## src/rtl/ffac_pkg.sv

```systemverilog
`timescale 1ns / 1ps
`default_nettype none

package ffac_pkg;

    // cache geometry
    localparam int ENTRIES = 16;
    localparam int DATA_W  = 32;

    // fixed field widths
    localparam int ADDR_W  = 32;
    localparam int FIELD_W = 32;
    localparam int OP_W    = 2;
    localparam int CFG_W   = 5;

    // derived widths
    localparam int STORE_W = (DATA_W < FIELD_W) ? DATA_W : FIELD_W;
    localparam int SLOT_W  = (ENTRIES > 1) ? $clog2(ENTRIES) : 1;
    localparam int OCC_W   = $clog2(ENTRIES + 1);

    // request queue between front and back
    localparam int QDEPTH  = 2;
    localparam int QPTR_W  = (QDEPTH > 1) ? $clog2(QDEPTH) : 1;
    localparam int QCNT_W  = $clog2(QDEPTH + 1);

    typedef enum logic [OP_W-1:0] {
        OP_READ  = 2'd0,
        OP_PUT   = 2'd1,
        OP_WRITE = 2'd2
    } t_op;

    typedef struct packed {
        t_op                op;
        logic [ADDR_W-1:0]  addr;
        logic [STORE_W-1:0] data;
    } t_req;

    typedef struct packed {
        logic               hit;
        logic [FIELD_W-1:0] read_data;
        logic               evicted;
        logic [ADDR_W-1:0]  evict_addr;
        logic [FIELD_W-1:0] evict_data;
        logic               evict_dirty;
    } t_rsp;

    typedef struct packed {
        logic [OCC_W-1:0]  occupancy;
        logic [SLOT_W-1:0] oldest;
    } t_stat;

endpackage

`default_nettype wire

```

## src/rtl/ffac_front.sv

```systemverilog
`timescale 1ns / 1ps
`default_nettype none

module ffac_front (
    input  wire                    i_clk,
    input  wire                    i_rst_n,
    input  wire                    i_valid,
    output logic                   o_ready,
    input  wire  [ffac_pkg::OP_W-1:0]    i_op,
    input  wire  [ffac_pkg::ADDR_W-1:0]  i_addr,
    input  wire  [ffac_pkg::FIELD_W-1:0] i_data,
    output logic                   o_valid,
    output ffac_pkg::t_req         o_req,
    input  wire                    i_full
);
    import ffac_pkg::*;

    logic r_vld;
    logic n_vld;
    t_req r_req;
    t_op  op_dec;
    logic push;
    logic take;

    // fold the unused code into a read
    always_comb begin
        unique case (i_op)
            OP_PUT:   op_dec = OP_PUT;
            OP_WRITE: op_dec = OP_WRITE;
            default:  op_dec = OP_READ;
        endcase
    end

    assign push    = r_vld && !i_full;
    assign o_ready = !r_vld || !i_full;
    assign take    = i_valid && o_ready;
    assign n_vld   = take || (r_vld && !push);

    // hold the classified request until the queue has room
    always_ff @(posedge i_clk) begin
        if (!i_rst_n) begin
            r_vld <= 1'b0;
        end else begin
            r_vld <= n_vld;
        end
        if (take) begin
            r_req.op   <= op_dec;
            r_req.addr <= i_addr;
            r_req.data <= i_data[STORE_W-1:0];
        end
    end

    assign o_valid = r_vld;
    assign o_req   = r_req;

endmodule

`default_nettype wire

```

## src/rtl/ffac_queue.sv

```systemverilog
`timescale 1ns / 1ps
`default_nettype none

module ffac_queue (
    input  wire             i_clk,
    input  wire             i_rst_n,
    input  wire             i_push,
    input  ffac_pkg::t_req  i_req,
    output logic            o_full,
    output logic            o_valid,
    output ffac_pkg::t_req  o_req,
    input  wire             i_pop
);
    import ffac_pkg::*;

    t_req              r_buf [QDEPTH];
    logic [QPTR_W-1:0] r_wr;
    logic [QPTR_W-1:0] r_rd;
    logic [QCNT_W-1:0] r_cnt;
    logic              do_push;
    logic              do_pop;

    assign o_full  = (r_cnt == QCNT_W'(QDEPTH));
    assign o_valid = (r_cnt != '0);
    assign do_push = i_push && !o_full;
    assign do_pop  = i_pop && o_valid;
    assign o_req   = r_buf[r_rd];

    // advance pointers and count
    always_ff @(posedge i_clk) begin
        if (!i_rst_n) begin
            r_wr  <= '0;
            r_rd  <= '0;
            r_cnt <= '0;
        end else begin
            if (do_push) begin
                r_wr <= (r_wr == QPTR_W'(QDEPTH - 1)) ? '0 : r_wr + 1'b1;
            end
            if (do_pop) begin
                r_rd <= (r_rd == QPTR_W'(QDEPTH - 1)) ? '0 : r_rd + 1'b1;
            end
            if (do_push && !do_pop) begin
                r_cnt <= r_cnt + 1'b1;
            end else if (do_pop && !do_push) begin
                r_cnt <= r_cnt - 1'b1;
            end
        end
        if (do_push) begin
            r_buf[r_wr] <= i_req;
        end
    end

endmodule

`default_nettype wire

```

## src/rtl/ffac_back.sv

```systemverilog
`timescale 1ns / 1ps
`default_nettype none

module ffac_back (
    input  wire                       i_clk,
    input  wire                       i_rst_n,
    input  wire  [ffac_pkg::CFG_W-1:0] i_capacity,
    input  wire                       i_valid,
    input  ffac_pkg::t_req            i_req,
    output logic                      o_pop,
    output logic                      o_valid,
    output ffac_pkg::t_rsp            o_rsp,
    input  wire                       i_ready,
    output ffac_pkg::t_stat           o_stat
);
    import ffac_pkg::*;

    // entry storage
    logic [ADDR_W-1:0]  r_addr  [ENTRIES];
    logic [STORE_W-1:0] r_data  [ENTRIES];
    logic               r_dirty [ENTRIES];
    logic [OCC_W-1:0]   r_occ;
    logic [SLOT_W-1:0]  r_oldest;
    logic               r_out_vld;
    t_rsp               r_rsp;

    logic [OCC_W-1:0]   eff_cap;
    logic [ENTRIES-1:0] match;
    logic               hit;
    logic [SLOT_W-1:0]  hit_slot;
    logic [SLOT_W-1:0]  ev_slot;
    logic [SLOT_W-1:0]  ev_next;
    logic [OCC_W-1:0]   ev_inc;
    logic               full;
    logic               is_fill;
    logic               evict;
    logic [SLOT_W-1:0]  wr_slot;
    logic [SLOT_W-1:0]  rd_slot;
    logic               wr_en;
    logic               take;
    t_rsp               n_rsp;

    // clamp capacity to the legal range
    always_comb begin
        if (i_capacity == '0) begin
            eff_cap = OCC_W'(1);
        end else if (32'(i_capacity) > ENTRIES) begin
            eff_cap = OCC_W'(ENTRIES);
        end else begin
            eff_cap = OCC_W'(i_capacity);
        end
    end

    // compare against every occupied slot
    always_comb begin
        for (int i = 0; i < ENTRIES; i++) begin
            match[i] = (OCC_W'(i) < r_occ) && (r_addr[i] == i_req.addr);
        end
    end

    // lowest matching slot wins
    always_comb begin
        hit_slot = '0;
        for (int i = ENTRIES - 1; i >= 0; i--) begin
            if (match[i]) begin
                hit_slot = SLOT_W'(i);
            end
        end
    end

    assign hit = |match;

    // victim selection, round-robin over occupied slots
    assign ev_slot = (OCC_W'(r_oldest) >= r_occ) ? '0 : r_oldest;
    assign ev_inc  = OCC_W'(ev_slot) + 1'b1;
    assign ev_next = (ev_inc >= r_occ) ? '0 : SLOT_W'(ev_inc);

    assign full    = (r_occ >= eff_cap);
    assign take    = i_valid && (!r_out_vld || i_ready);
    assign wr_en   = take && (i_req.op != OP_READ);
    assign is_fill = wr_en && !hit;
    assign evict   = is_fill && full;
    assign wr_slot = hit ? hit_slot : (full ? ev_slot : SLOT_W'(r_occ));
    assign rd_slot = hit ? hit_slot : ev_slot;

    // build the result for this request
    always_comb begin
        n_rsp             = '0;
        n_rsp.hit         = hit;
        if (i_req.op == OP_READ && hit) begin
            n_rsp.read_data = FIELD_W'(r_data[rd_slot]);
        end
        if (evict) begin
            n_rsp.evicted     = 1'b1;
            n_rsp.evict_addr  = r_addr[rd_slot];
            n_rsp.evict_data  = FIELD_W'(r_data[rd_slot]);
            n_rsp.evict_dirty = r_dirty[rd_slot];
        end
    end

    // update state and the output register
    always_ff @(posedge i_clk) begin
        if (!i_rst_n) begin
            r_occ     <= '0;
            r_oldest  <= '0;
            r_out_vld <= 1'b0;
        end else begin
            if (take) begin
                r_out_vld <= 1'b1;
            end else if (i_ready) begin
                r_out_vld <= 1'b0;
            end
            if (is_fill && !full) begin
                r_occ <= r_occ + 1'b1;
            end
            if (evict) begin
                r_oldest <= ev_next;
            end
        end
        if (take) begin
            r_rsp <= n_rsp;
        end
        if (wr_en) begin
            r_addr[wr_slot]  <= i_req.addr;
            r_data[wr_slot]  <= i_req.data;
            r_dirty[wr_slot] <= (i_req.op == OP_WRITE);
        end
    end

    assign o_pop            = take;
    assign o_valid          = r_out_vld;
    assign o_rsp            = r_rsp;
    assign o_stat.occupancy = r_occ;
    assign o_stat.oldest    = r_oldest;

endmodule

`default_nettype wire

```

## src/rtl/fifo_fully_assoc_cache.sv

```systemverilog
`timescale 1ns / 1ps
`default_nettype none

// Fully associative cache of up to 16 entries with FIFO replacement. Each
// request carries op (read, put or write), an address and a data word, and
// yields exactly one result: hit, read data, and the address, data and dirty
// mark of any entry evicted by a fill. A sustained rate of one request per
// cycle is reached while the result stream is not stalled; every entry is
// compared in parallel and the entry state is updated in the same cycle,
// which is the path that sets this rate. The input register that classifies
// the op captures a request at acceptance, the request then enters the
// two-entry request queue, and the lookup stage loads the output register
// from the queue; a full queue or a stalled result can hold it. The capacity
// register (offset 0) limits how many entries fill before eviction starts;
// write it only while no request is in flight.
module fifo_fully_assoc_cache (
    input  wire          i_clk,
    input  wire          i_rst_n,
    // request stream
    input  wire          s_axis_tvalid,
    output logic         s_axis_tready,
    input  wire  [63:0]  s_axis_tdata,  // addr[31:0], data[63:32]
    input  wire  [1:0]   s_axis_tuser,  // op[1:0]
    // result stream
    output logic         m_axis_tvalid,
    input  wire          m_axis_tready,
    output logic [103:0] m_axis_tdata,  // read_data[31:0], evict_addr[63:32],
                                        // evict_data[95:64], evict_dirty[96]
    output logic [1:0]   m_axis_tuser,  // hit[0], evicted[1]
    // configuration
    input  wire          psel,
    input  wire          penable,
    input  wire          pwrite,
    input  wire  [2:0]   paddr,
    input  wire  [31:0]  pwdata,
    output logic [31:0]  prdata,
    output logic         pready
);
    import ffac_pkg::*;

    localparam logic REG_CAPACITY = 1'b0;

    logic [CFG_W-1:0] r_capacity;
    logic             cfg_wr;

    logic             f_vld;
    t_req             f_req;
    logic             q_full;
    logic             q_vld;
    t_req             q_req;
    logic             q_pop;
    t_rsp             rsp;
    t_stat            stat;

    // configuration register
    assign pready = 1'b1;
    assign cfg_wr = psel && penable && pwrite && pready;

    always_ff @(posedge i_clk) begin
        if (!i_rst_n) begin
            r_capacity <= CFG_W'(16);
        end else if (cfg_wr && paddr[2] == REG_CAPACITY) begin
            r_capacity <= pwdata[CFG_W-1:0];
        end
    end

    assign prdata = (paddr[2] == REG_CAPACITY) ? 32'(r_capacity) : '0;

    ffac_front u_front (
        .i_clk   (i_clk),
        .i_rst_n (i_rst_n),
        .i_valid (s_axis_tvalid),
        .o_ready (s_axis_tready),
        .i_op    (s_axis_tuser),
        .i_addr  (s_axis_tdata[31:0]),
        .i_data  (s_axis_tdata[63:32]),
        .o_valid (f_vld),
        .o_req   (f_req),
        .i_full  (q_full)
    );

    ffac_queue u_queue (
        .i_clk   (i_clk),
        .i_rst_n (i_rst_n),
        .i_push  (f_vld),
        .i_req   (f_req),
        .o_full  (q_full),
        .o_valid (q_vld),
        .o_req   (q_req),
        .i_pop   (q_pop)
    );

    ffac_back u_back (
        .i_clk      (i_clk),
        .i_rst_n    (i_rst_n),
        .i_capacity (r_capacity),
        .i_valid    (q_vld),
        .i_req      (q_req),
        .o_pop      (q_pop),
        .o_valid    (m_axis_tvalid),
        .o_rsp      (rsp),
        .i_ready    (m_axis_tready),
        .o_stat     (stat)
    );

    // pack the result
    assign m_axis_tdata = {7'd0, rsp.evict_dirty, rsp.evict_data,
                           rsp.evict_addr, rsp.read_data};
    assign m_axis_tuser = {rsp.evicted, rsp.hit};

    // occupancy never exceeds the slot count
    a_occ_bound: assert property (@(posedge i_clk) disable iff (!i_rst_n)
        32'(stat.occupancy) <= ENTRIES)
        else $error("occupancy above entry count");

    // victim pointer stays inside the occupied slots
    a_oldest_range: assert property (@(posedge i_clk) disable iff (!i_rst_n)
        (stat.occupancy != '0) |-> (OCC_W'(stat.oldest) < stat.occupancy))
        else $error("oldest slot outside occupied range");

    // an eviction only follows a miss
    a_evict_miss: assert property (@(posedge i_clk) disable iff (!i_rst_n)
        (m_axis_tvalid && rsp.evicted) |-> !rsp.hit)
        else $error("eviction reported together with a hit");

    // a queued request reaches an empty output register in the next cycle
    a_drain: assert property (@(posedge i_clk) disable iff (!i_rst_n)
        (q_vld && !m_axis_tvalid) |=> m_axis_tvalid)
        else $error("queued request not taken by idle back end");

endmodule

`default_nettype wire

```

## config.mk

```make
export PLATFORM = sky130hd
export DESIGN_NAME = fifo_fully_assoc_cache
export DESIGN_NICKNAME = d
export VERILOG_FILES = /design/src/rtl/ffac_pkg.sv /design/src/rtl/ffac_front.sv /design/src/rtl/ffac_queue.sv /design/src/rtl/ffac_back.sv /design/src/rtl/fifo_fully_assoc_cache.sv
export SDC_FILE = /design/constraint.sdc
export NUM_CORES = 1
export LEC_CHECK = 0
export BUFFER_PORTS_ARGS = -buffer_cell sky130_fd_sc_hd__buf_4
export CORE_MARGIN = 2
export CORE_UTILIZATION = 50
export DETAILED_ROUTE_END_ITERATION = 12
export HOLD_SLACK_MARGIN = 0.12
export MAX_ROUTING_LAYER = met4
export PLACE_DENSITY_LB_ADDON = 0.3
export SYNTH_ARGS = -nofsm -noshare
export SYNTH_HDL_FRONTEND = slang
export SYNTH_SLANG_ARGS = --single-unit
```

## constraint.sdc

```tcl
create_clock -name i_clk -period 7.3 [get_ports i_clk]
set_input_delay 0.73 -clock i_clk [delete_from_list [all_inputs] [get_ports i_clk]]
set_output_delay 0.73 -clock i_clk [all_outputs]
set_load 0.005 [all_outputs]
```

[After elaboration in Yosys (flattened, before gate mapping)]
Memory sizes are Yosys's and may differ from the RTL's. A register that Yosys moved wholly into a read port is not among the register bits.
Index checks and enable logic that the tools add are counted.
Operators by class
  equal/unequal tests: 20
  reduce and logical (&&, ||, !) cells: 48
  add/subtract/negate cells: 6
  divide/modulo/power cells: 0
  multiply operators: 0
  magnitude comparators: 20
  shifts and indexed selects: 0
  bitwise logic cells: 1
  multiplexer cells: 38
Operators by type and width (number)
  $eq 32x32->1: 16
  $mux 4: 21
  $mux 66: 1
  $lt 4x5->1 const A: 8
  $logic_and 1x1->1: 31
  $lt 3x5->1 const A: 4
  $reduce_or 16->1: 1
  $mux 5: 3
  $ge 5x5->1: 2
  $lt 1x5->1 const A: 2
  $lt 2x5->1 const A: 2
  $mux 1: 10
  $reduce_bool 2->1: 4
  $logic_not 1->1: 7
  $eq 2x2->1 const B: 3
  $add 4x1->5 const B: 1
  $add 5x1->5 const B: 1
  $ge 4x5->1: 1
  $gt 5x5->1 const B: 1
  $logic_not 5->1: 1
  $mux 2: 2
  $pmux 2 s2: 1
  $logic_or 1x1->1: 3
  $add 1x1->1 const B: 2
  5 further kinds: 5
Word-level totals
  latch bits: 0
  memories kept: 4
  input port bits: 108
  logic and storage cells: 154
  memory bits (read-only): 0
  flip-flop bits (word level): 185
  memory bits (writable): 1172
  output and inout port bits: 141
Memories
  u_back.r_addr: words 16, width 32, rd ports 17, clocked after Yosys merged registers in 0, wr ports 1, line ffac_back.sv:19  | logic [ADDR_W-1:0] r_addr [ENTRIES];
  u_back.r_data: words 16, width 32, rd ports 1, clocked after Yosys merged registers in 0, wr ports 1, line ffac_back.sv:20  | logic [STORE_W-1:0] r_data [ENTRIES];
  u_queue.r_buf: words 2, width 66, rd ports 1, clocked after Yosys merged registers in 1, wr ports 1, line ffac_queue.sv:16  | t_req r_buf [QDEPTH];
  u_back.r_dirty: words 16, width 1, rd ports 1, clocked after Yosys merged registers in 0, wr ports 1, line ffac_back.sv:21  | logic r_dirty [ENTRIES];

[Depth between registers and ports, before layout]
An unclocked memory read counts as a cell.
  depth in word-level cells: 22
  mapped depth: 20
  gate-level depth less buffers: 18

[By module]
A second synthesis with hierarchy kept.
Second synthesis, totals
  cell total of the unflattened synthesis: 3961
  area, all modules: 60187.7 µm²
Modules (own cells, without submodules)
  ffac_back: cells an instance 3593, area an instance 52614.2 µm², seq. area each 34403.0 µm², times used 1
  ffac_queue: cells an instance 230, area an instance 5006.1 µm², seq. area each 4063.9 µm², times used 1
  ffac_front: cells an instance 73, area an instance 2035.7 µm², seq. area each 2001.9 µm², times used 1
  fifo_fully_assoc_cache: cells an instance 65, area an instance 531.8 µm², seq. area each 100.1 µm², times used 1

[Worst setup path after synthesis]
No wires, ideal clock.
  kind: reg2reg
  from: reg with a tool-made name
  to: mem u_back.r_addr[4][0] (enable)
  path buffers: 6
  slack: 393 ps
  period minus slack after synthesis: 6907 ps
  data arrival time: 6419 ps
  cell stages (with the launch flop): 18
  library setup time: 489 ps
  path through: dfxtp_1 -> buf_6 -> buf_6 -> mux2i_4 -> buf_6 -> xnor2_1 -> nor4_1 -> nand4_1 -> nor4_1 -> nor4b_1 -> and4_1 -> buf_6 -> a311oi_2 -> buf_2 -> buf_2 -> nor2_1 -> or2_2 -> nor2_1
RTL lines (line)
  end: declaration: ffac_back.sv:19

==> run metrics <==
number of flops mapped to enable cells by yosys ~1300; main flop type after synthesis edfxtp_1; warnings from Yosys 0; pre-CTS WS 602 ps; Synth Area per Inst between 10 and 15 um2; setup ws final slightly below 500 ps; initial DRC count about 6300; global-route wire length before repair about 270 mm; PortBufs 184; Core ar. around 0.12 mm2; TritonCTS clock tree built; Hold Crit Class primary input to register; part of the power in combinational logic 0.203; cell area after synthesis approximately 0.06 mm2; clock network fraction of total power 0.331; drt pass-1 iters 5; Starting Density 0.502; status finished clean; VDD IR max about 280 uV; Via density approximately 6.5; max cap viols 0; top cells by area, synth edfxtp_1, xnor2_1, mux2i_1, mux2_2, nand4_1; Power Density 304 mW/mm2; placer congestion estimate around 1; relative slew slack 0.205; grt ovf 0; DR DRC count 0; buffers and inverters on the worst path 6; Int Pwr between 0.015 and 0.02 W; most frequent cells in the layout edfxtp_1, xnor2_1, buf_4; Crit Path Max Fanout 13; clk sinks ~1400; layout cells sized above 1 0.177; Final Hold Fails 0; max incr delay on CP between 900 and 1000 ps; Setup TNS Final 0 ps; period utilization 0.934; initial antenna violation count 3; TritonCTS buffer count 144; leading cell type in the layout, fill and taps excluded edfxtp_1; die height between 300 and 400 um; fill count ~9400; IO Count about 250; post-route ant nets 0; final slew viol count 0; post-DR wirelength/cell around 31 um; Reg clk slew, reported paths 60 ps; Setup Viol. Count Final 0; Synth Instances about 4000; die area 0.125 mm2; sequential-to-total area share from yosys stat 0.666; Synth area leader edfxtp_1; leak pwr between 20 and 25 nW; num rows roughly 130; Sw Share 0.292; CP Launch Type register; Worst Skew 35.5 ps; crit path DAT ~7400 ps; crit end category register; largest net degree at the start of global routing around 110; Layout Nets 4478; worst-path cell chain buf_12, mux2i_4, buf_4, xnor2_1, nor4_1, nand4_1, nor4_1, buf_4, nor4_1, and4_1, inv_4, nor3_2, nand2_2, nor2_2, buf_4, o32ai_1, buf_4, o221ai_1; Routed WL approximately 190 mm; RSZ-0062 raised after global routing no; delay-heaviest family, CP simple AND/OR/NAND/NOR gates; CP required approximately 7900 ps; Most common cell on crit path buf_4; vias in the first global route roughly 38000; Yosys top cell area share 0.659; Flop pwr share 0.466; Final min period slightly below 7000 ps; post-DP HPWL 120 mm; FMAX between 0.1 and 0.15 GHz; Distinct cells, synth 62; via count approximately 40000; slowest cell on the critical path nor4_1; total track usage 0.310; P_sw approximately 0.0062 W; Area growth, synth to finish 14.8%; worst slew pin tran 1180 ps; register bit count reported by yosys ~1400; maximum clock path buffer count 3; WHS 162 ps; chip width between 300 and 400 um; root buf cell clkbuf_16; worst-skew pair later-pin latency 790 ps; Final Util 0.577; H-tree depth 4; Crit Path Category register to register; ys async rst share 0
[cells by family after synthesis]
kind of cell | after synthesis | synth area share
adder cells (fa/ha/maj) | 17 | 0.00349
other | 2 | 0.000123
multiplexers | 425 | 0.0797
AO/OA/AOI/OAI | 617 | 0.0718
AND/OR/NAND/NOR | 763 | 0.0711
XOR/XNOR | 519 | 0.0747
flip-flops | 1358 | 0.666
buffers and inverters | 388 | 0.0329
[through the flow]
step	cells	cell area [um2]	total power [W]
final	6086	69900	0.0213
after global routing	6086	69900	0.0218
after CTS	6085	69900	0.0212
after detailed placement	5774	64900	0.0142
after global placement	5774	64900	0.0142
after floorplan	4122	61000	0.0123
[state kept, by name (all words and copies together) (netlist names), named ones only]
name,count
u_back.r_dirty,16
u_back.r_oldest,4
u_queue.r_buf,132
u_front.o_valid,1
u_back.r_occ,5
u_queue.r_wr,1
u_front.o_req,66
u_back.r_data,512
u_back.o_rsp,99
u_back.o_valid,1
u_queue.r_cnt,2
r_capacity,5
u_back.r_addr,512
u_queue.r_rd,1
[cell type report]
class / instances / area (um2) / share of cell area
antenna: 1 / 2.50 / 0.0000358
clock buffer: 185 / 3820 / 0.0547
clock inverter: 68 / 609 / 0.00872
inverter: 48 / 185 / 0.00265
multi-input combinational: 2376 / 18700 / 0.267
sequential: 1358 / 40600 / 0.580
tap: 1625 / 2030 / 0.0291
timing repair buffer: 425 / 4000 / 0.0572
[routing by layer]
metal | share of wire | vias up | GRT usage
met5 | 0 | - | -
met1 | 0.40 | 20000 | 0.438
met3 | 0.12 | 364 | 0.0835
met4 | 0.035 | 0 | 0.102
li1 | - | 16600 | -
met2 | 0.44 | 2552 | 0.436
[worst paths after layout]
path                               startpoint                             end  slack, ps  depth (start not counted)
setup / recovery                     register  u_back.o_rsp[41]$_SDFFCE_PN0P_        480                         18
hold reg to reg   u_front.o_req[20]$_DFFE_PP_  u_queue.r_buf[0][20]$_DFFE_PP_        440                          0
hold / removal                s_axis_tdata[7]     u_front.o_req[39]$_DFFE_PP_        160                          1
setup reg to reg                     register  u_back.o_rsp[41]$_SDFFCE_PN0P_        480                         18
[worst register-to-register path: cells and delay by family, from the launching register on]
kind	cells	cell delay [ps]
buf+inv	6	1570
xor+xnor	1	260
flops	1	530
simple gates	8	3460
mux	1	560
compound gates	2	250
[repair_timing]
item,CTS,global route
setup buffers,0,0
hold buffers,58,0
resized for setup,0,0
hold endpoints to repair,58,0
[Yosys cell counts, types with 2 or more instances]
library cell  instances
nor4_2                4
edfxtp_1           1337
nor3_1               11
nand2b_1              8
nand2_1              76
a21boi_0              2
nand3_1             152
nor2_1               46
buf_4                69
o21a_1                2
a21o_1                9
a211oi_1              3
or2_2                 4
o32ai_1              34
or3_1                 3
conb_1                2
o221ai_1             96
mux2i_4              32
clkbuf_1            186
inv_1                47
o211ai_1            227
and2_1               12
dfxtp_1              21
o21ai_0             110
o31ai_1               3
o31a_1                2
buf_2                24
or4_1                 4
nand4_1             285
buf_12                5
mux2i_1             233
and3_1                4
xnor2_1             481
ha_1                 17
o2111ai_1            33
buf_6                22
mux2_2              160
nor2b_1              22
xor2_1               38
clkbuf_4              2
buf_1                32
nor4_1              124
a21oi_1              86
[power groups by stage]
| stage | Clock, W | Combinational (W) | Sequential [W] |
|---|---|---|---|
| after floorplan | 0 | 0.00232 | 0.0100 |
| after global placement | 0 | 0.00411 | 0.0101 |
| after detailed placement | 0 | 0.00415 | 0.0101 |
| after CTS | 0.00709 | 0.00420 | 0.00992 |
| after global routing | 0.00739 | 0.00446 | 0.00996 |
| final | 0.00704 | 0.00432 | 0.00992 |
Power figures use the tool's default switching activity.
